$ cat config.mk
export PLATFORM = sky130hd
export DESIGN_NAME = key_press_classifier_unit
export DESIGN_NICKNAME = d
export VERILOG_FILES = /design/src/rtl/kpc_pkg.sv /design/src/rtl/kpc_key_mem.sv /design/src/rtl/kpc_key_update.sv /design/src/rtl/key_press_classifier_unit.sv
export SDC_FILE = /design/constraint.sdc
export NUM_CORES = 1
export LEC_CHECK = 0
export ABC_CLOCK_PERIOD_IN_PS = 4600
export BUFFER_PORTS_ARGS = -buffer_cell sky130_fd_sc_hd__buf_2
export CAP_MARGIN = 20
export CORE_MARGIN = 5
export CORE_UTILIZATION = 45
export CTS_BUF_LIST = sky130_fd_sc_hd__clkbuf_8
export CTS_CLUSTER_SIZE = 40
export DETAILED_ROUTE_END_ITERATION = 16
export GPL_ROUTABILITY_DRIVEN = 0
export MAX_ROUTING_LAYER = met4
export PLACE_DENSITY = 0.62
export SETUP_SLACK_MARGIN = 0.05
export SKIP_CTS_REPAIR_TIMING = 1
export SLEW_MARGIN = 15
export SYNTH_ARGS = -nofsm -noshare
export SYNTH_HDL_FRONTEND = slang
export SYNTH_SLANG_ARGS = --single-unit
$ cat constraint.sdc
create_clock -name clk_i -period 4.6 [get_ports clk_i]
set_input_delay 0.23 -clock clk_i [delete_from_list [all_inputs] [get_ports clk_i]]
set_output_delay 0.23 -clock clk_i [all_outputs]
set_load 0.02 [all_outputs]
$ cat src/rtl/kpc_pkg.sv
`timescale 1ns / 1ps
// Shared types and codes of the key press classifier.
// No dependencies; imported by every module of the block.
package kpc_pkg;

  // Request kinds carried in tuser
  typedef enum logic [1:0] {
    KIND_TICK = 2'd0,
    KIND_READ = 2'd1,
    KIND_PEEK = 2'd2
  } kind_e;

  // Per-key debounce phase
  typedef enum logic [1:0] {
    PH_IDLE     = 2'd0,
    PH_DEBOUNCE = 2'd1,
    PH_PRESSED  = 2'd2
  } phase_e;

  // Click codes
  typedef enum logic [1:0] {
    CLICK_NONE   = 2'd0,
    CLICK_SINGLE = 2'd1,
    CLICK_LONG   = 2'd2
  } click_e;

  // Sequencer states of the top level
  typedef enum logic [1:0] {
    ST_IDLE,
    ST_SCAN,
    ST_ACCESS,
    ST_DONE
  } ctrl_state_e;

  // Configuration register indexes
  localparam logic CFG_HOLD_TICKS    = 1'b0;
  localparam logic CFG_PRESSED_LEVEL = 1'b1;

  localparam int unsigned HOLD_W     = 16;
  localparam int unsigned PIN_BITS   = 5;
  localparam int unsigned KEY_IDX_W  = 3;

  // One entry of the per-key state memory
  typedef struct packed {
    phase_e             phase;
    logic [HOLD_W-1:0]  hold_count;
    click_e             click_type;
    logic               unread;
    logic               long_seen;
  } key_rec_t;

  localparam key_rec_t KEY_REC_RESET = '{
    phase:      PH_IDLE,
    hold_count: '0,
    click_type: CLICK_NONE,
    unread:     1'b1,
    long_seen:  1'b0
  };

  // Click raised by one key on one tick
  typedef struct packed {
    logic   fire;
    click_e kind;
  } kpc_event_t;

endpackage

$ cat src/rtl/kpc_key_mem.sv
`timescale 1ns / 1ps
// Per-key state memory: one write port, one registered read port.
// Entries not yet written read as the reset record. Uses kpc_pkg.
module kpc_key_mem #(
  parameter int unsigned KEYS = 5,
  parameter int unsigned KW   = 3
) (
  input  logic             clk_i,
  input  logic             rst_ni,
  input  logic             rd_en_i,
  input  logic [KW-1:0]    rd_addr_i,
  output kpc_pkg::key_rec_t rd_data_o,
  input  logic             we_i,
  input  logic [KW-1:0]    wr_addr_i,
  input  kpc_pkg::key_rec_t wr_data_i
);
  import kpc_pkg::*;

  key_rec_t          mem_q [KEYS];
  logic [KEYS-1:0]   valid_q;
  key_rec_t          rd_rec_q;
  logic              rd_valid_q;

  // Storage array
  always_ff @(posedge clk_i) begin
    if (we_i) begin
      mem_q[wr_addr_i] <= wr_data_i;
    end
    if (rd_en_i) begin
      rd_rec_q <= mem_q[rd_addr_i];
    end
  end

  // Valid bits stand in for a clear of the array
  always_ff @(posedge clk_i or negedge rst_ni) begin
    if (!rst_ni) begin
      valid_q    <= '0;
      rd_valid_q <= 1'b0;
    end else begin
      if (we_i) begin
        valid_q[wr_addr_i] <= 1'b1;
      end
      if (rd_en_i) begin
        rd_valid_q <= valid_q[rd_addr_i];
      end
    end
  end

  assign rd_data_o = rd_valid_q ? rd_rec_q : KEY_REC_RESET;

`ifndef SYNTHESIS
  // The sequencer never reads an entry in the cycle it is rewritten
  assert property (@(posedge clk_i) disable iff (!rst_ni)
    !(we_i && rd_en_i && (wr_addr_i == rd_addr_i)))
    else $error("kpc_key_mem: read and write of the same entry");
  // Once written, an entry stays valid until reset
  assert property (@(posedge clk_i) disable iff (!rst_ni)
    we_i |=> valid_q[$past(wr_addr_i)])
    else $error("kpc_key_mem: written entry not marked valid");
  // A read returns the data of a written entry after the write
  assert property (@(posedge clk_i) disable iff (!rst_ni)
    (we_i && !rd_en_i) ##1 (rd_en_i && rd_addr_i == $past(wr_addr_i) && !we_i)
      |=> rd_data_o == $past(wr_data_i, 2))
    else $error("kpc_key_mem: read data differs from written data");
`endif

endmodule

$ cat src/rtl/kpc_key_update.sv
`timescale 1ns / 1ps
// Next state of one key on a scan tick: debounce, hold count, click detect.
// Pure combinational; uses kpc_pkg.
module kpc_key_update (
  input  kpc_pkg::key_rec_t  rec_i,
  input  logic               down_i,
  input  logic [15:0]        hold_ticks_i,
  output kpc_pkg::key_rec_t  rec_o,
  output kpc_pkg::kpc_event_t evt_o
);
  import kpc_pkg::*;

  always_comb begin
    rec_o = rec_i;
    evt_o = '{fire: 1'b0, kind: CLICK_NONE};
    unique case (rec_i.phase)
      PH_IDLE: begin
        if (down_i) begin
          rec_o.phase      = PH_DEBOUNCE;
          rec_o.hold_count = '0;
        end
      end
      PH_DEBOUNCE: begin
        rec_o.phase = down_i ? PH_PRESSED : PH_IDLE;
      end
      PH_PRESSED: begin
        if (!down_i) begin
          // release: short press only if no long click and under hold time
          if (!rec_i.long_seen && (rec_i.hold_count < hold_ticks_i)) begin
            evt_o = '{fire: 1'b1, kind: CLICK_SINGLE};
            rec_o.click_type = CLICK_SINGLE;
            rec_o.unread     = 1'b1;
          end
          rec_o.phase     = PH_IDLE;
          rec_o.long_seen = 1'b0;
        end else if (rec_i.hold_count >= hold_ticks_i) begin
          // long click, count restarts at one
          evt_o = '{fire: 1'b1, kind: CLICK_LONG};
          rec_o.click_type = CLICK_LONG;
          rec_o.unread     = 1'b1;
          rec_o.long_seen  = 1'b1;
          rec_o.hold_count = 16'd1;
        end else begin
          rec_o.hold_count = rec_i.hold_count + 16'd1;
        end
      end
      default: begin
        rec_o.phase = PH_IDLE;
      end
    endcase
  end

endmodule

$ cat src/rtl/key_press_classifier_unit.sv
`timescale 1ns / 1ps
// Key press classifier: per-key debounce and short/long click detection.
// Scan tick: one key per cycle through the per-key state memory, then the done
// state. Read or peek: access state, then done; unused kind or bad index: done.
// The next request is taken the cycle after a result is loaded; a stalled result
// holds up the next one.
// Reset (rst_ni low, async) resets control and config registers and per-key state.
module key_press_classifier_unit #(
  parameter int unsigned KEYS = 5
) (
  input  logic        clk_i,
  input  logic        rst_ni,
  input  logic        s_axis_tvalid,
  output logic        s_axis_tready,
  input  logic [7:0]  s_axis_tdata,  // [4:0] pin_levels, [7:5] key_index
  input  logic [1:0]  s_axis_tuser,  // [1:0] kind
  output logic        m_axis_tvalid,
  input  logic        m_axis_tready,
  output logic [7:0]  m_axis_tdata,  // [1:0] click_kind, [4:2] latest_key,
                                     // [6:5] latest_kind, [7] zero
  input  logic        cfg_we_i,
  input  logic        cfg_index_i,
  input  logic [15:0] cfg_data_i
);
  import kpc_pkg::*;

  localparam int unsigned KW = (KEYS > 1) ? $clog2(KEYS) : 1;

  ctrl_state_e          state_q, state_d;
  kind_e                kind_q;
  logic [PIN_BITS-1:0]  levels_q;
  logic [KW-1:0]        idx_q;
  logic [KW-1:0]        cnt_q, cnt_d;
  logic [15:0]          hold_ticks_q;
  logic                 pressed_level_q;
  logic [2:0]           recent_key_q, recent_key_d;
  click_e               recent_kind_q, recent_kind_d;
  click_e               answer_q, answer_d;
  logic                 out_valid_q, out_valid_d;
  logic [7:0]           out_data_q, out_data_d;

  logic                 in_accept;
  kind_e                in_kind;
  logic [5:0]           in_idx_ext;
  logic                 in_range;
  logic                 last_key;
  logic                 out_free;
  logic [31:0]          levels_ext;
  logic                 key_down;

  logic                 rd_en;
  logic [KW-1:0]        rd_addr;
  key_rec_t             rd_data;
  logic                 we;
  logic [KW-1:0]        wr_addr;
  key_rec_t             wr_data;
  key_rec_t             upd_rec;
  kpc_event_t           upd_evt;

  assign in_accept  = s_axis_tvalid && s_axis_tready;
  assign in_kind    = kind_e'(s_axis_tuser);
  assign in_idx_ext = {3'b000, s_axis_tdata[7:5]};
  assign in_range   = in_idx_ext < 6'(KEYS);
  assign last_key   = (cnt_q == KW'(KEYS - 1));
  assign out_free   = !out_valid_q || m_axis_tready;
  assign levels_ext = {{(32 - PIN_BITS){1'b0}}, levels_q};
  assign key_down   = (levels_ext[5'(cnt_q)] == pressed_level_q);

  // Per-key state memory and update lane
  kpc_key_mem #(
    .KEYS (KEYS),
    .KW   (KW)
  ) u_mem (
    .clk_i     (clk_i),
    .rst_ni    (rst_ni),
    .rd_en_i   (rd_en),
    .rd_addr_i (rd_addr),
    .rd_data_o (rd_data),
    .we_i      (we),
    .wr_addr_i (wr_addr),
    .wr_data_i (wr_data)
  );

  kpc_key_update u_upd (
    .rec_i        (rd_data),
    .down_i       (key_down),
    .hold_ticks_i (hold_ticks_q),
    .rec_o        (upd_rec),
    .evt_o        (upd_evt)
  );

  // Next state
  always_comb begin
    state_d = state_q;
    unique case (state_q)
      ST_IDLE: begin
        if (in_accept) begin
          if (in_kind == KIND_TICK) begin
            state_d = ST_SCAN;
          end else if ((in_kind == KIND_READ || in_kind == KIND_PEEK) && in_range) begin
            state_d = ST_ACCESS;
          end else begin
            state_d = ST_DONE;
          end
        end
      end
      ST_SCAN: begin
        if (last_key) begin
          state_d = ST_DONE;
        end
      end
      ST_ACCESS: begin
        state_d = ST_DONE;
      end
      ST_DONE: begin
        if (out_free) begin
          state_d = ST_IDLE;
        end
      end
      default: begin
        state_d = ST_IDLE;
      end
    endcase
  end

  // Outputs of the sequencer: memory accesses, answer, latest event, result
  always_comb begin
    s_axis_tready = 1'b0;
    rd_en         = 1'b0;
    rd_addr       = '0;
    we            = 1'b0;
    wr_addr       = cnt_q;
    wr_data       = upd_rec;
    cnt_d         = cnt_q;
    answer_d      = answer_q;
    recent_key_d  = recent_key_q;
    recent_kind_d = recent_kind_q;
    out_valid_d   = out_valid_q && !m_axis_tready;
    out_data_d    = out_data_q;
    unique case (state_q)
      ST_IDLE: begin
        s_axis_tready = 1'b1;
        if (in_accept) begin
          cnt_d    = '0;
          answer_d = CLICK_NONE;
          if (in_kind == KIND_TICK) begin
            rd_en = 1'b1;
          end else if ((in_kind == KIND_READ || in_kind == KIND_PEEK) && in_range) begin
            rd_en   = 1'b1;
            rd_addr = in_idx_ext[KW-1:0];
          end
        end
      end
      ST_SCAN: begin
        we      = 1'b1;
        wr_addr = cnt_q;
        wr_data = upd_rec;
        if (upd_evt.fire) begin
          recent_key_d  = 3'(cnt_q);
          recent_kind_d = upd_evt.kind;
        end
        if (!last_key) begin
          rd_en   = 1'b1;
          rd_addr = cnt_q + KW'(1);
          cnt_d   = cnt_q + KW'(1);
        end
      end
      ST_ACCESS: begin
        wr_addr = idx_q;
        wr_data = rd_data;
        wr_data.unread = 1'b0;
        if (kind_q == KIND_PEEK) begin
          answer_d = rd_data.click_type;
        end else if (rd_data.unread) begin
          answer_d = rd_data.click_type;
          we       = 1'b1;
        end
      end
      ST_DONE: begin
        if (out_free) begin
          out_valid_d = 1'b1;
          out_data_d  = {1'b0, recent_kind_q, recent_key_q, answer_q};
        end
      end
      default: begin
        out_valid_d = out_valid_q && !m_axis_tready;
      end
    endcase
  end

  // Control, event and configuration registers
  always_ff @(posedge clk_i or negedge rst_ni) begin
    if (!rst_ni) begin
      state_q         <= ST_IDLE;
      cnt_q           <= '0;
      hold_ticks_q    <= 16'd100;
      pressed_level_q <= 1'b0;
      recent_key_q    <= '0;
      recent_kind_q   <= CLICK_NONE;
      out_valid_q     <= 1'b0;
    end else begin
      state_q       <= state_d;
      cnt_q         <= cnt_d;
      recent_key_q  <= recent_key_d;
      recent_kind_q <= recent_kind_d;
      out_valid_q   <= out_valid_d;
      if (cfg_we_i) begin
        unique case (cfg_index_i)
          CFG_HOLD_TICKS:    hold_ticks_q    <= cfg_data_i;
          CFG_PRESSED_LEVEL: pressed_level_q <= cfg_data_i[0];
          default:           hold_ticks_q    <= hold_ticks_q;
        endcase
      end
    end
  end

  // Request payload and result registers
  always_ff @(posedge clk_i) begin
    if (in_accept) begin
      kind_q   <= in_kind;
      levels_q <= s_axis_tdata[4:0];
      idx_q    <= in_idx_ext[KW-1:0];
    end
    answer_q   <= answer_d;
    out_data_q <= out_data_d;
  end

  assign m_axis_tvalid = out_valid_q;
  assign m_axis_tdata  = out_data_q;

`ifndef SYNTHESIS
  // A tick request always starts the key sweep
  assert property (@(posedge clk_i) disable iff (!rst_ni)
    (in_accept && in_kind == KIND_TICK) |=> (state_q == ST_SCAN && cnt_q == '0))
    else $error("kpc: tick did not start the sweep");
  // The sweep never addresses a key beyond the last one
  assert property (@(posedge clk_i) disable iff (!rst_ni)
    (state_q == ST_SCAN) |-> (cnt_q <= KW'(KEYS - 1)))
    else $error("kpc: sweep counter out of range");
  // A new result is only loaded from the done state
  assert property (@(posedge clk_i) disable iff (!rst_ni)
    (out_valid_q && $past(out_valid_q) && $past(m_axis_tready)) |->
      $past(state_q == ST_DONE))
    else $error("kpc: result loaded outside the done state");
  // The latest event only changes during a sweep
  assert property (@(posedge clk_i) disable iff (!rst_ni)
    (state_q != ST_SCAN) |=> $stable(recent_kind_q))
    else $error("kpc: latest event changed outside a sweep");
`endif

endmodule

* Yosys cells after proc, flatten, opt, wreduce, memory -nomap -nowiden
Memories as Yosys holds them, arrays and structs flattened. A register that Yosys moved wholly into a read port is not among the register bits.
Index checks and enable logic that the tools add are counted.
** Word-level totals
- Bits in registers :: 53
- Memory bits (writable) :: 110
- Output and inout port bits :: 10
- Word-level logic and storage cells :: 118
- Memories :: 1
** Cells by class
- $add $sub $neg :: 2
- Order comparisons :: 7
- Equality and inequality tests :: 15
- Muxes and demuxes :: 55
- Bitwise operators :: 2
- Reduce and logical (&&, ||, !) cells :: 22
** Memory list
- u_mem.mem_q :: words 5, bits a word 22, read ports 1, clocked after Yosys merged registers in 1, write ports 1, RTL line kpc_key_mem.sv:19 : key_rec_t mem_q [KEYS];
** Operators by type and width (count)
- 22-bit two-way mux :: 2
- 3-bit two-way mux :: 12
- 16-bit two-way mux :: 2
- 16-bit case mux with 2 select lines :: 1
- 18-bit two-way mux :: 1
- 2-bit two-way mux :: 9
- 16-bit by 1-bit adder with 16-bit output, second input constant :: 1
- 16-bit greater-or-equal comparator :: 1
- 16-bit less-than comparator :: 1
- 1-bit two-way mux :: 15
- 4-bit two-way mux :: 3
- 3-bit case mux with 2 select lines :: 2
- 2-bit == test, second input constant :: 5
- 3-bit AND reduction :: 3
- 3-bit by 4-bit less-than comparator with 1-bit output, second input constant :: 2
- 2-bit inequality test, second input constant :: 4
- 2-bit case mux with 4 select lines :: 1
- 2-bit AND reduction :: 4
- 1-bit binary-select mux with 3-bit select :: 2
- 2-bit by 1-bit == test with 1-bit output, second input constant :: 3
- 2-bit zero test :: 3
- 3-bit by 6-bit less-than comparator with 1-bit output, second input constant :: 1
- 2-bit case mux with 3 select lines :: 1
- 1-bit logical AND :: 5
- other kinds (14) :: 19

* Depth between registers and ports, before layout
Gate-level depths: netlist (run 1).
- Depth in word-level cells :: 9
- Mapped depth :: 13
- Mapped depth without buffers :: 10

* Hierarchy
Synthesis (run 1) repeated with hierarchy kept, for this count alone.
** Unflattened totals
- Cell total of the unflattened synthesis :: 588
- Area total of the unflattened synthesis :: 8703.3 µm²
** By module, submodules not included
- kpc_key_mem :: times used 1, cells each 235, area an instance 5225.0 µm², sequential area each 4113.9 µm²
- key_press_classifier_unit :: times used 1, cells each 193, area an instance 2412.3 µm², sequential area each 1275.0 µm²
- kpc_key_update :: times used 1, cells each 160, area an instance 1066.0 µm², sequential area each 0.0 µm²

* Least setup slack after synthesis (run 1)
Ideal clock, no wire load.
- Path type :: reg-to-reg
- Start :: reg state_q[0]
- End :: mem u_mem.mem_q[3][0] in the netlist's numbering, enable pin
- Library setup time :: 0.467 ns
- Arrival :: 3.447 ns
- Path slack :: 0.686 ns
- Stages on the path, launching flop included :: 6
- Path buffers :: 1
- Period minus slack after synthesis :: 3.914 ns
- Path through :: dfrtp_1 > inv_1 > ha_1 > clkbuf_1 > o32ai_1 > nor4b_1
** Between the ends
- Cells in the longest elaborated chain, start to end :: 4
** RTL lines
- start: declaration :: RTL line key_press_classifier_unit.sv:29 : ctrl_state_e state_q, state_d;
- start signal: assignment :: RTL line key_press_classifier_unit.sv:202 : state_q <= state_d;
- 2-bit == test or 2-bit by 1-bit == test with 1-bit output (tied branches) :: RTL line key_press_classifier_unit.sv:140 : unique case (state_q)
- 1-bit case mux with 2 select lines :: RTL line key_press_classifier_unit.sv:140
- 1-bit two-way mux :: RTL line kpc_key_mem.sv:26 : if (we_i) begin
- 1-bit two-way mux (not written as such) :: RTL line kpc_key_mem.sv:27 : mem_q[wr_addr_i] <= wr_data_i;
- end: declaration :: RTL line kpc_key_mem.sv:19
Parallel ways exist; a longest one is shown, timed or not.

==> flow_metrics.py, run 1 <==
metrics = {
    "logic_synthesis": {
        "yosys.area_share.xor_xnor_pct": 0.293,
        "async_reset_ff_share_pct": 18.4,
        "synth_cell_types": 60,
        "avgSynthCellArea_um2": 11.0,
        "syn_inst": 778,
        "synth_compound_area_share_pct": 10.7,
        "synth_enable_flop_cells": 151,
        "yosysWarnings": 0,
        "syn-cell-area_um2": 8530,
        "synth_seq_cells": 185,
        "synth_top_flop_cell": "edfxtp_1",
        "synth_top_family_by_area": "simple AND/OR/NAND/NOR gates",
        "synth-adder-area-share_pct": 3.37,
        "syn_nets": 833,
        "synthSimpleGateAreaFrac_pct": 16.5,
        "synth.yosys.seq_area_share_pct": 63.2,
        "muxShareOfSynthArea_pct": 2.27,
    },
    "route": {
        "wl_um": 19400,
        "route.detailed.drc": 0,
        "drtPass1Iterations": 5,
        "wl_per_cell_um": 17.9,
        "drtIter0Drc": 430,
        "ant_nets": 0,
        "viasPerCell": 5.55,
        "vias": 5988,
    },
    "critical_path": {
        "cp-end-kind": "flop",
        "reg2reg_from": "u_mem.rd_valid_q$_DFFE_PN0P_",
        "r2r_slack_ps": 740,
        "path_class": "reg2reg",
        "cpMaxStageDelayCell": "dfrtp_1",
        "path_buf_inv": 2,
        "crit_path_max_incr_delay_ps": 850,
        "critPathTopFamily": "compound AO/OA/AOI/OAI gates",
        "timing.critical_path.depth": 11,
        "cp.arrival_ps": 4090,
        "crit_chain": "nand2_1 -> inv_1 -> ha_1 -> and4_1 -> o21a_1 -> a211o_1 -> or3b_1 -> a21oi_1 -> buf_4 -> o21ai_0 -> a31oi_1",
        "worstReg2RegEnd": "u_mem.mem_q[2][19]$_DFFE_PP_",
        "crit_required_ps": 4830,
        "r2r_cells": 11,
        "start_kind": "flop",
        "crit_fanout": 26,
    },
    "placed_design": {
        "dp.cells": 1022,
        "place_area_um2": 8990,
        "dp_hpwl_um": 12600,
        "io_buffers": 40,
        "post-place-ws_ps": 841,
    },
    "final_layout": {
        "stdcell_area_um2": 9650,
        "fillCellCount": 1604,
        "syn_to_final_growth_pct": 13.1,
        "fin_nets": 887,
        "antenna_cells": 0,
        "stdcell_count": 1079,
        "drive_above_1_share_pct": 13.4,
    },
    "clock_tree": {
        "clkLatencyLatePin_ps": 460,
        "cts_root_buf": "clkbuf_8",
        "cts_buffer_depth": 2,
        "clkSinkCount": 185,
        "cts.htree.levels": 4,
        "clk_pin_slew_ps": 90,
        "cts_tree": "yes",
        "cts_buffers": 17,
    },
    "global_routing": {
        "gr-total-overflow": 0,
        "grt_pass1_wl_um": 30800,
        "grt_pass1_vias": 5828,
        "track_usage_pct": 18.8,
        "grt_max_degree": 47,
        "antenna_found_initial": 0,
    },
    "floorplan": {
        "die_h_um": 148,
        "start_util_pct": 45.6,
        "fp.dieW_um": 148,
        "dieArea_um2": 21800,
        "rows": 50,
        "pin_count": 42,
        "core_um2": 18700,
    },
    "power": {
        "ir_worst_vdd_v": 0.000294,
        "p_leak_nw": 3.71,
        "p_per_area_nw_per_um2": 669,
        "power.total_w": 0.00646,
    },
    "worst_hold_path": {
        "hold_end": "hold_ticks_q[1]$_DFFE_PN0P_",
        "hp-start": "cfg_data_i[1]",
        "hold-path-cell-count": 3,
        "hold_class": "in2reg",
    },
    "sta": {
        "rsz0062_at_grt": "no",
        "setup_slack_ps": 738,
        "fmax_mhz": 259,
        "worst_slew_pin_slew_ps": 956,
        "fin_tns_setup_ps": 0,
        "fin_crit_sh_pct": 84.0,
        "setup_viol": 0,
        "skew_ps": 11.8,
        "finalHoldViolations": 0,
        "period_minus_slack_ps": 3860,
        "drv_slew": 0,
        "worst_slew_margin_rel_pct": 35.9,
    },
    "run": {
        "cap_violations": 0,
    },
    "outcome": {
        "status": "complete, no violations",
    },
}
-- layout make-up --
| class | instances | area, um2 | share of cell area [%] |
|---|---|---|---|
| repair buffers | 77 | 541 | 5.60 |
| clock inverters | 15 | 173 | 1.79 |
| well taps | 234 | 293 | 3.03 |
| multi-input cells | 515 | 2890 | 29.9 |
| flip-flops and latches | 185 | 5390 | 55.8 |
| clock buffers | 17 | 234 | 2.42 |
| inverters | 36 | 135 | 1.40 |
-- synth_stat cells, types with 4 or more instances --
cell / instances / area (um2)
dfrtp_1: 31 / 776
o21ai_0: 88 / 440
nor4_1: 7 / 43.8
ha_1: 23 / 288
nand2b_1: 4 / 25.0
edfxtp_1: 151 / 4530
and2_1: 9 / 56.3
a31oi_1: 15 / 93.8
inv_1: 36 / 135
nand2_1: 184 / 691
clkbuf_1: 33 / 124
buf_2: 4 / 20.0
and3_1: 6 / 37.5
mux2i_1: 7 / 70.1
mux2_2: 4 / 45.0
nand3_1: 35 / 175
nor2_1: 31 / 116
nor3_1: 6 / 30.0
a21oi_1: 27 / 135
or2_2: 6 / 37.5
nand4_1: 5 / 31.3
o21a_1: 7 / 52.6
-- power by group --
group | total (W) | internal, W | switching, W | leakage (nW)
logic | 0.00250 | 0.000809 | 0.00169 | 1.71
clock network | 0.00111 | 0.000538 | 0.000574 | 0.206
registers | 0.00285 | 0.00256 | 0.000287 | 1.80
-- metal layers --
| metal | global-route usage, % | share of wire [%] | vias to the layer above |
|---|---|---|---|
| li1 | - | - | 2880 |
| met1 | 24.8 | 47 | 2927 |
| met2 | 28.9 | 47 | 140 |
| met3 | 3.49 | 4.1 | 41 |
| met4 | 7.55 | 2.1 | 0 |
| met5 | - | 0 | - |
-- cells in the final DEF (no fill, tap or decap), drive strengths merged, types with 8 or more instances in the layout --
cell	instances
mux2i	8
dlygate4sd3	25
nand2	184
and2	11
inv	39
ha	23
buf	52
a21oi	27
a31oi	15
nor2	32
clkinv	8
dfrtp	31
nand3	36
o21ai	88
edfxtp	151
clkbuf	17
-- metrics by stage --
stage                     util, %  hold slack, ps
after floorplan                 -           -65.6
after global placement       48.1             323
after detailed placement     48.1             341
after CTS                    50.3            -163
after global routing         51.6            9.74
final                        51.6            5.11
-- how the worst max path moves through the flow --
stage | start | end | slack (ps)
6_report | u_mem.rd_valid_q$_DFFE_PN0P_ | u_mem.mem_q[2][19]$_DFFE_PP_ | 740
5_1_grt | u_mem.rd_valid_q$_DFFE_PN0P_ | u_mem.mem_q[0][12]$_DFFE_PP_ | 450
4_1_cts | u_mem.rd_valid_q$_DFFE_PN0P_ | u_mem.mem_q[2][19]$_DFFE_PP_ | 830
3_5_place_dp | u_mem.rd_valid_q$_DFFE_PN0P_ | u_mem.mem_q[4][19]$_DFFE_PP_ | 840
3_3_place_gp | u_mem.rd_valid_q$_DFFE_PN0P_ | u_mem.mem_q[0][12]$_DFFE_PP_ | 970
2_1_floorplan | state_q[0]$_DFFE_PN0P_ | u_mem.mem_q[3][0]$_DFFE_PP_ | 690
-- state kept, by name, indices dropped and copies added (netlist names), 3 cells and up --
name and flops:
idx_q 3, u_mem.rd_rec_q 22, m_axis_tdata 7, recent_key_q 3, cnt_q 3, hold_ticks_q 16
levels_q 5, u_mem.valid_q 5, u_mem.mem_q 110
-- cell families after synthesis --
group	Yosys count
adder cells (fa/ha/maj)	23
XOR/XNOR	2
multiplexers	16
other	1
AO/OA/AOI/OAI	161
buffers and inverters	78
AND/OR/NAND/NOR	312
flip-flops	185
-- worst min-delay path: stages --
cell and delay, ps:
buf_2 80, nand2_1 40, o21ai_0 70
No activity file was read; power rests on OpenSTA's default activity.
==> run 2, diff against run 1 <==
Settings changed: ABC_CLOCK_PERIOD_IN_PS 4600 to 3400, PLACE_DENSITY 0.62 to 0.64.
Clock period 4.6 ns to 3.4 ns, I/O delays scaled along.
==> run 2 against run 1 <==
Net effect:
- worst setup slack worse by 450 ps
- critical path type unchanged
- global-route usage down 0.71 points
- clock skew down 2.0 ps
- highest routed layer unchanged
==> flow_metrics.py, run 2 (synthesis results as in run 1) <==
metrics = {
    "route": {
        "wl_um": 18900,
        "drtPass1Iterations": 5,
        "wl_per_cell_um": 17.1,
        "ant_nets": 0,
        "viasPerCell": 5.39,
        "drtIter0Drc": 612,
        "vias": 5969,
        "route.detailed.drc": 0,
    },
    "critical_path": {
        "crit_chain": "nand2_1 -> inv_1 -> ha_1 -> and4_1 -> o21a_1 -> a211o_1 -> or3b_1 -> a21oi_1 -> buf_4 -> o21ai_0 -> a31oi_2",
        "cp-end-kind": "flop",
        "critPathTopFamily": "compound AO/OA/AOI/OAI gates",
        "start_kind": "flop",
        "crit_required_ps": 3700,
        "crit_path_max_incr_delay_ps": 590,
        "cpMaxStageDelayCell": "dfrtp_4",
        "crit_fanout": 19,
        "r2r_slack_ps": 290,
        "cp.arrival_ps": 3410,
        "path_buf_inv": 2,
        "path_class": "reg2reg",
    },
    "global_routing": {
        "grt_pass1_wl_um": 29700,
        "gr-total-overflow": 0,
        "grt_max_degree": 48,
        "antenna_found_initial": 0,
        "track_usage_pct": 18.1,
        "grt_pass1_vias": 5527,
    },
    "sta": {
        "setup_viol": 0,
        "finalHoldWorstSlack_ps": 128,
        "worst_slew_pin_slew_ps": 919,
        "fmax_mhz": 322,
        "fin_crit_sh_pct": 91.5,
        "worst_slew_margin_rel_pct": 38.5,
        "period_minus_slack_ps": 3110,
        "fin_tns_setup_ps": 0,
        "finalHoldViolations": 0,
        "drv_slew": 0,
        "rsz0062_at_grt": "no",
        "setup_slack_ps": 290,
        "skew_ps": 9.79,
    },
    "final_layout": {
        "final_cell_mix": "nand2_1 (184), edfxtp_1 (151), o21ai_0 (86)",
        "stdcell_area_um2": 10000,
        "drive_above_1_share_pct": 17.1,
        "largest_reg_flops": 110,
        "fin_nets": 915,
        "largest_register": "u_mem.mem_q",
        "antenna_cells": 0,
        "layout_commonest_cell": "nand2_1",
        "syn_to_final_growth_pct": 17.5,
        "reg_top3": "u_mem.mem_q (110), u_mem.rd_rec_q (22), hold_ticks_q (16)",
        "fillCellCount": 1570,
    },
    "clock_tree": {
        "cts_tree": "yes",
        "clkLatencyLatePin_ps": 490,
        "clkSinkCount": 185,
        "cts_buffers": 17,
        "cts.htree.levels": 4,
        "cts_buffer_depth": 2,
        "clk_pin_slew_ps": 100,
        "cts_root_buf": "clkbuf_8",
    },
    "placed_design": {
        "io_buffers": 40,
        "place_area_um2": 9240,
        "post-place-ws_ps": 27.6,
        "dp_hpwl_um": 12300,
    },
    "floorplan": {
        "core_um2": 18700,
        "fp.dieW_um": 148,
        "die_h_um": 148,
        "start_util_pct": 45.6,
        "dieArea_um2": 21800,
        "rows": 50,
        "pin_count": 42,
    },
    "worst_hold_path": {
        "hold_class": "in2reg",
    },
    "power": {
        "ir_worst_vdd_v": 0.000341,
        "power.total_w": 0.00916,
        "p_leak_nw": 3.89,
        "p_per_area_nw_per_um2": 914,
    },
    "outcome": {
        "status": "complete, no violations",
    },
    "run": {
        "cap_violations": 0,
    },
}
run 2: cell count changes in the layout (fill, tap and decap cells not counted), moves of 5 or more:
cell / before / now
a31oi_1: 15 / 8
buf_4: 12 / 31
buf_12: 0 / 5
a31oi_2: 0 / 7
run 2: where the power goes:
group	internal (W)	switching [W]	leakage, nW
sequential	0.00346	0.000316	1.80
combinational	0.00137	0.00248	1.88
clock	0.000634	0.000903	0.215
total	0.00546	0.00370	3.89
run 2: through the flow:
| stage | instances | utilization, % |
|---|---|---|
| 2_1_floorplan | 778 | - |
| 3_3_place_gp | 1046 | 49.4 |
| 3_5_place_dp | 1046 | 49.4 |
| 4_1_cts | 1078 | 51.7 |
| 5_1_grt | 1107 | 53.6 |
| 6_report | 1107 | 53.6 |
run 2: final timing paths:
check	from	endpoint	depth (start not counted)
hold / removal	s_axis_tvalid	cnt_q[0]$_DFFE_PN0P_	5
setup / recovery	u_mem.rd_valid_q$_DFFE_PN0P_	u_mem.mem_q[4][14]$_DFFE_PP_	11
hold reg to reg	recent_kind_q[1]$_DFFE_PN0P_	m_axis_tdata[6]$_DFFE_PP_	0
max in group asynchronous	rst_ni	u_mem.rd_valid_q$_DFFE_PN0P_	2
min in group asynchronous	rst_ni	state_q[0]$_DFFE_PN0P_	2
setup reg to reg	u_mem.rd_valid_q$_DFFE_PN0P_	u_mem.mem_q[4][14]$_DFFE_PP_	11
run 2: layer usage:
| layer | track usage (%) | part of all wire, % | vias to the layer above |
|---|---|---|---|
| li1 | - | - | 2928 |
| met1 | 25.7 | 48 | 2843 |
| met2 | 25.9 | 44 | 174 |
| met3 | 4.48 | 6.0 | 24 |
| met4 | 5.27 | 1.8 | 0 |
| met5 | - | 0 | - |
run 2: worst min-delay path, cell delays in order:
cell	delay (ps)
buf_2	140
nor2_1	80
o21ai_0	70
o21ai_0	70
a31oi_1	40
run 2: final cells by class:
| class | instances | area (um2) | share of cell area, % |
|---|---|---|---|
| Multi-Input combinational cell | 515 | 2960 | 29.5 |
| Sequential cell | 185 | 5390 | 53.8 |
| Clock inverter | 15 | 193 | 1.92 |
| Inverter | 36 | 135 | 1.35 |
| Tap cell | 234 | 293 | 2.92 |
| Clock buffer | 17 | 234 | 2.33 |
| Timing Repair Buffer | 105 | 823 | 8.21 |
==> run 3, diff against run 2 <==
Settings changed: ABC_CLOCK_PERIOD_IN_PS 3400 to 3200, PLACE_DENSITY 0.64 to 0.62.
Clock period 3.4 ns to 3.2 ns, I/O delays scaled along.
==> run 3 against run 2 <==
Net effect:
- worst setup slack worse by 180 ps
- die area unchanged
- clock skew rose by 10 ps
- critical path depth grew 2
- clock-buffer cell count unchanged
- highest routed layer unchanged
==> flow_metrics.py, run 3 (synthesis results as in run 1) <==
metrics = {
    "outcome": {
        "status": "complete, no violations",
    },
    "global_routing": {
        "gr-total-overflow": 0,
        "grt_pass1_wl_um": 30700,
        "grt_pass1_vias": 5750,
        "antenna_found_initial": 0,
        "grt_max_degree": 48,
        "track_usage_pct": 18.7,
    },
    "clock_tree": {
        "cts_tree": "yes",
        "clkLatencyLatePin_ps": 470,
        "clkSinkCount": 185,
        "cts_root_buf": "clkbuf_8",
        "clk_pin_slew_ps": 90,
        "cts_buffer_depth": 2,
        "cts_buffers": 17,
        "cts.htree.levels": 4,
    },
    "floorplan": {
        "pin_count": 42,
        "rows": 50,
        "core_um2": 18700,
        "dieArea_um2": 21800,
        "fp.dieW_um": 148,
        "start_util_pct": 45.6,
        "die_h_um": 148,
    },
    "critical_path": {
        "r2r_cells": 13,
        "cp.arrival_ps": 3420,
        "crit_path_max_incr_delay_ps": 450,
        "cp-end-kind": "flop",
        "path_class": "reg2reg",
        "crit_fanout": 11,
        "path_buf_inv": 4,
        "crit_required_ps": 3530,
        "crit_chain": "buf_12 -> nand2_1 -> inv_1 -> ha_1 -> and4_1 -> o21a_1 -> a211o_1 -> or3b_4 -> a21oi_1 -> buf_4 -> nand2_1 -> a31oi_2 -> buf_4",
        "cpMaxStageDelayCell": "dfrtp_2",
        "start_kind": "flop",
        "critPathTopFamily": "compound AO/OA/AOI/OAI gates",
        "timing.critical_path.depth": 13,
    },
    "route": {
        "route.detailed.drc": 0,
        "vias": 6113,
        "ant_nets": 0,
        "drtPass1Iterations": 5,
        "viasPerCell": 5.50,
        "wl_um": 19700,
        "wl_per_cell_um": 17.7,
        "drtIter0Drc": 479,
    },
    "sta": {
        "period_minus_slack_ps": 3090,
        "fin_crit_sh_pct": 96.5,
        "finalHoldViolations": 0,
        "worst_slew_margin_rel_pct": 39.1,
        "setup_viol": 0,
        "skew_ps": 20.2,
        "finalHoldWorstSlack_ps": 23.5,
        "worst_slew_pin_slew_ps": 910,
        "setup_slack_ps": 111,
        "fmax_mhz": 324,
        "rsz0062_at_grt": "yes",
        "drv_slew": 0,
    },
    "worst_hold_path": {
        "hold-path-cell-count": 3,
        "hold_class": "in2reg",
    },
    "final_layout": {
        "stdcell_area_um2": 10000,
        "fin_nets": 920,
        "multi_input_area_um2": 3000,
        "drive_above_1_share_pct": 18.0,
        "reg_top3": "u_mem.mem_q (110), u_mem.rd_rec_q (22), hold_ticks_q (16)",
        "fillCellCount": 1556,
        "layout_commonest_cell": "nand2_1",
        "syn_to_final_growth_pct": 17.6,
        "final_cell_mix": "nand2_1 (184), edfxtp_1 (151), o21ai_0 (85)",
        "regArea_um2": 5390,
        "antenna_cells": 0,
        "largest_reg_flops": 110,
        "largest_register": "u_mem.mem_q",
    },
    "placed_design": {
        "place_area_um2": 9230,
        "dp_hpwl_um": 12500,
        "post-place-ws_ps": -28.6,
        "io_buffers": 40,
    },
    "power": {
        "p_per_area_nw_per_um2": 969,
        "ir_worst_vdd_v": 0.000430,
        "p_leak_nw": 3.90,
        "power.total_w": 0.00972,
    },
    "run": {
        "cap_violations": 0,
    },
}
[run 3: cell types whose count changed in the layout (fill, tap and decap cells not counted), moves of 2 or more]
cell | before | now
a21boi_1 | 2 | 0
a21boi_2 | 0 | 2
buf_4 | 31 | 36
clkinv_1 | 0 | 2
clkinv_2 | 0 | 2
clkinv_4 | 1 | 4
clkinv_8 | 4 | 0
inv_8 | 4 | 2
[run 3: final timing paths]
path	end	slack (ps)	from
min in group asynchronous	cnt_q[0]$_DFFE_PN0P_	320	rst_ni
min reg2reg	m_axis_tdata[5]$_DFFE_PP_	460	recent_kind_q[0]$_DFFE_PN0P_
max	u_mem.mem_q[1][12]$_DFFE_PP_	110	u_mem.rd_valid_q$_DFFE_PN0P_
max in group asynchronous	u_mem.rd_valid_q$_DFFE_PN0P_	2300	rst_ni
max reg2reg	u_mem.mem_q[1][12]$_DFFE_PP_	110	u_mem.rd_valid_q$_DFFE_PN0P_
min	pressed_level_q$_DFFE_PN0P_	20	cfg_we_i
[run 3: area by class of cell]
type | instances | area share (%)
Clock buffer | 17 | 2.33
Clock inverter | 15 | 1.40
Inverter | 36 | 1.35
Multi-Input combinational cell | 515 | 29.9
Sequential cell | 185 | 53.7
Tap cell | 234 | 2.92
Timing Repair Buffer | 110 | 8.44
[run 3: metal layers]
layer / GRT usage, % / routed length [um] / part of all wire, %
met1: 26.1 / 9210 / 47
met2: 27.7 / 9110 / 46
met3: 3.62 / 979 / 5.0
met4: 6.01 / 374 / 1.9
met5: - / 0 / 0
[run 3: where the power goes]
part	switching (W)	internal [W]	leakage, nW	total [W]
logic	0.00273	0.00151	1.91	0.00424
registers	0.000316	0.00368	1.80	0.00399
clock network	0.000854	0.000632	0.194	0.00149
total	0.00390	0.00582	3.90	0.00972
[run 3: per-stage QoR]
step | instances | setup TNS [ps] | util [%]
3_5_place_dp | 1047 | -143 | 49.3
5_1_grt | 1112 | 0 | 53.6
6_report | 1112 | 0 | 53.6
4_1_cts | 1079 | -491 | 51.3
2_1_floorplan | 778 | 0 | -
3_3_place_gp | 1047 | 0 | 49.3
[run 3: worst register-to-register path, cell delays in order (launching register included)]
cell	delay, ps
dfrtp_2	450
buf_12	150
nand2_1	70
inv_1	70
ha_1	280
and4_1	230
o21a_1	110
a211o_1	320
or3b_4	410
a21oi_1	140
buf_4	210
nand2_1	80
a31oi_2	260
buf_4	180
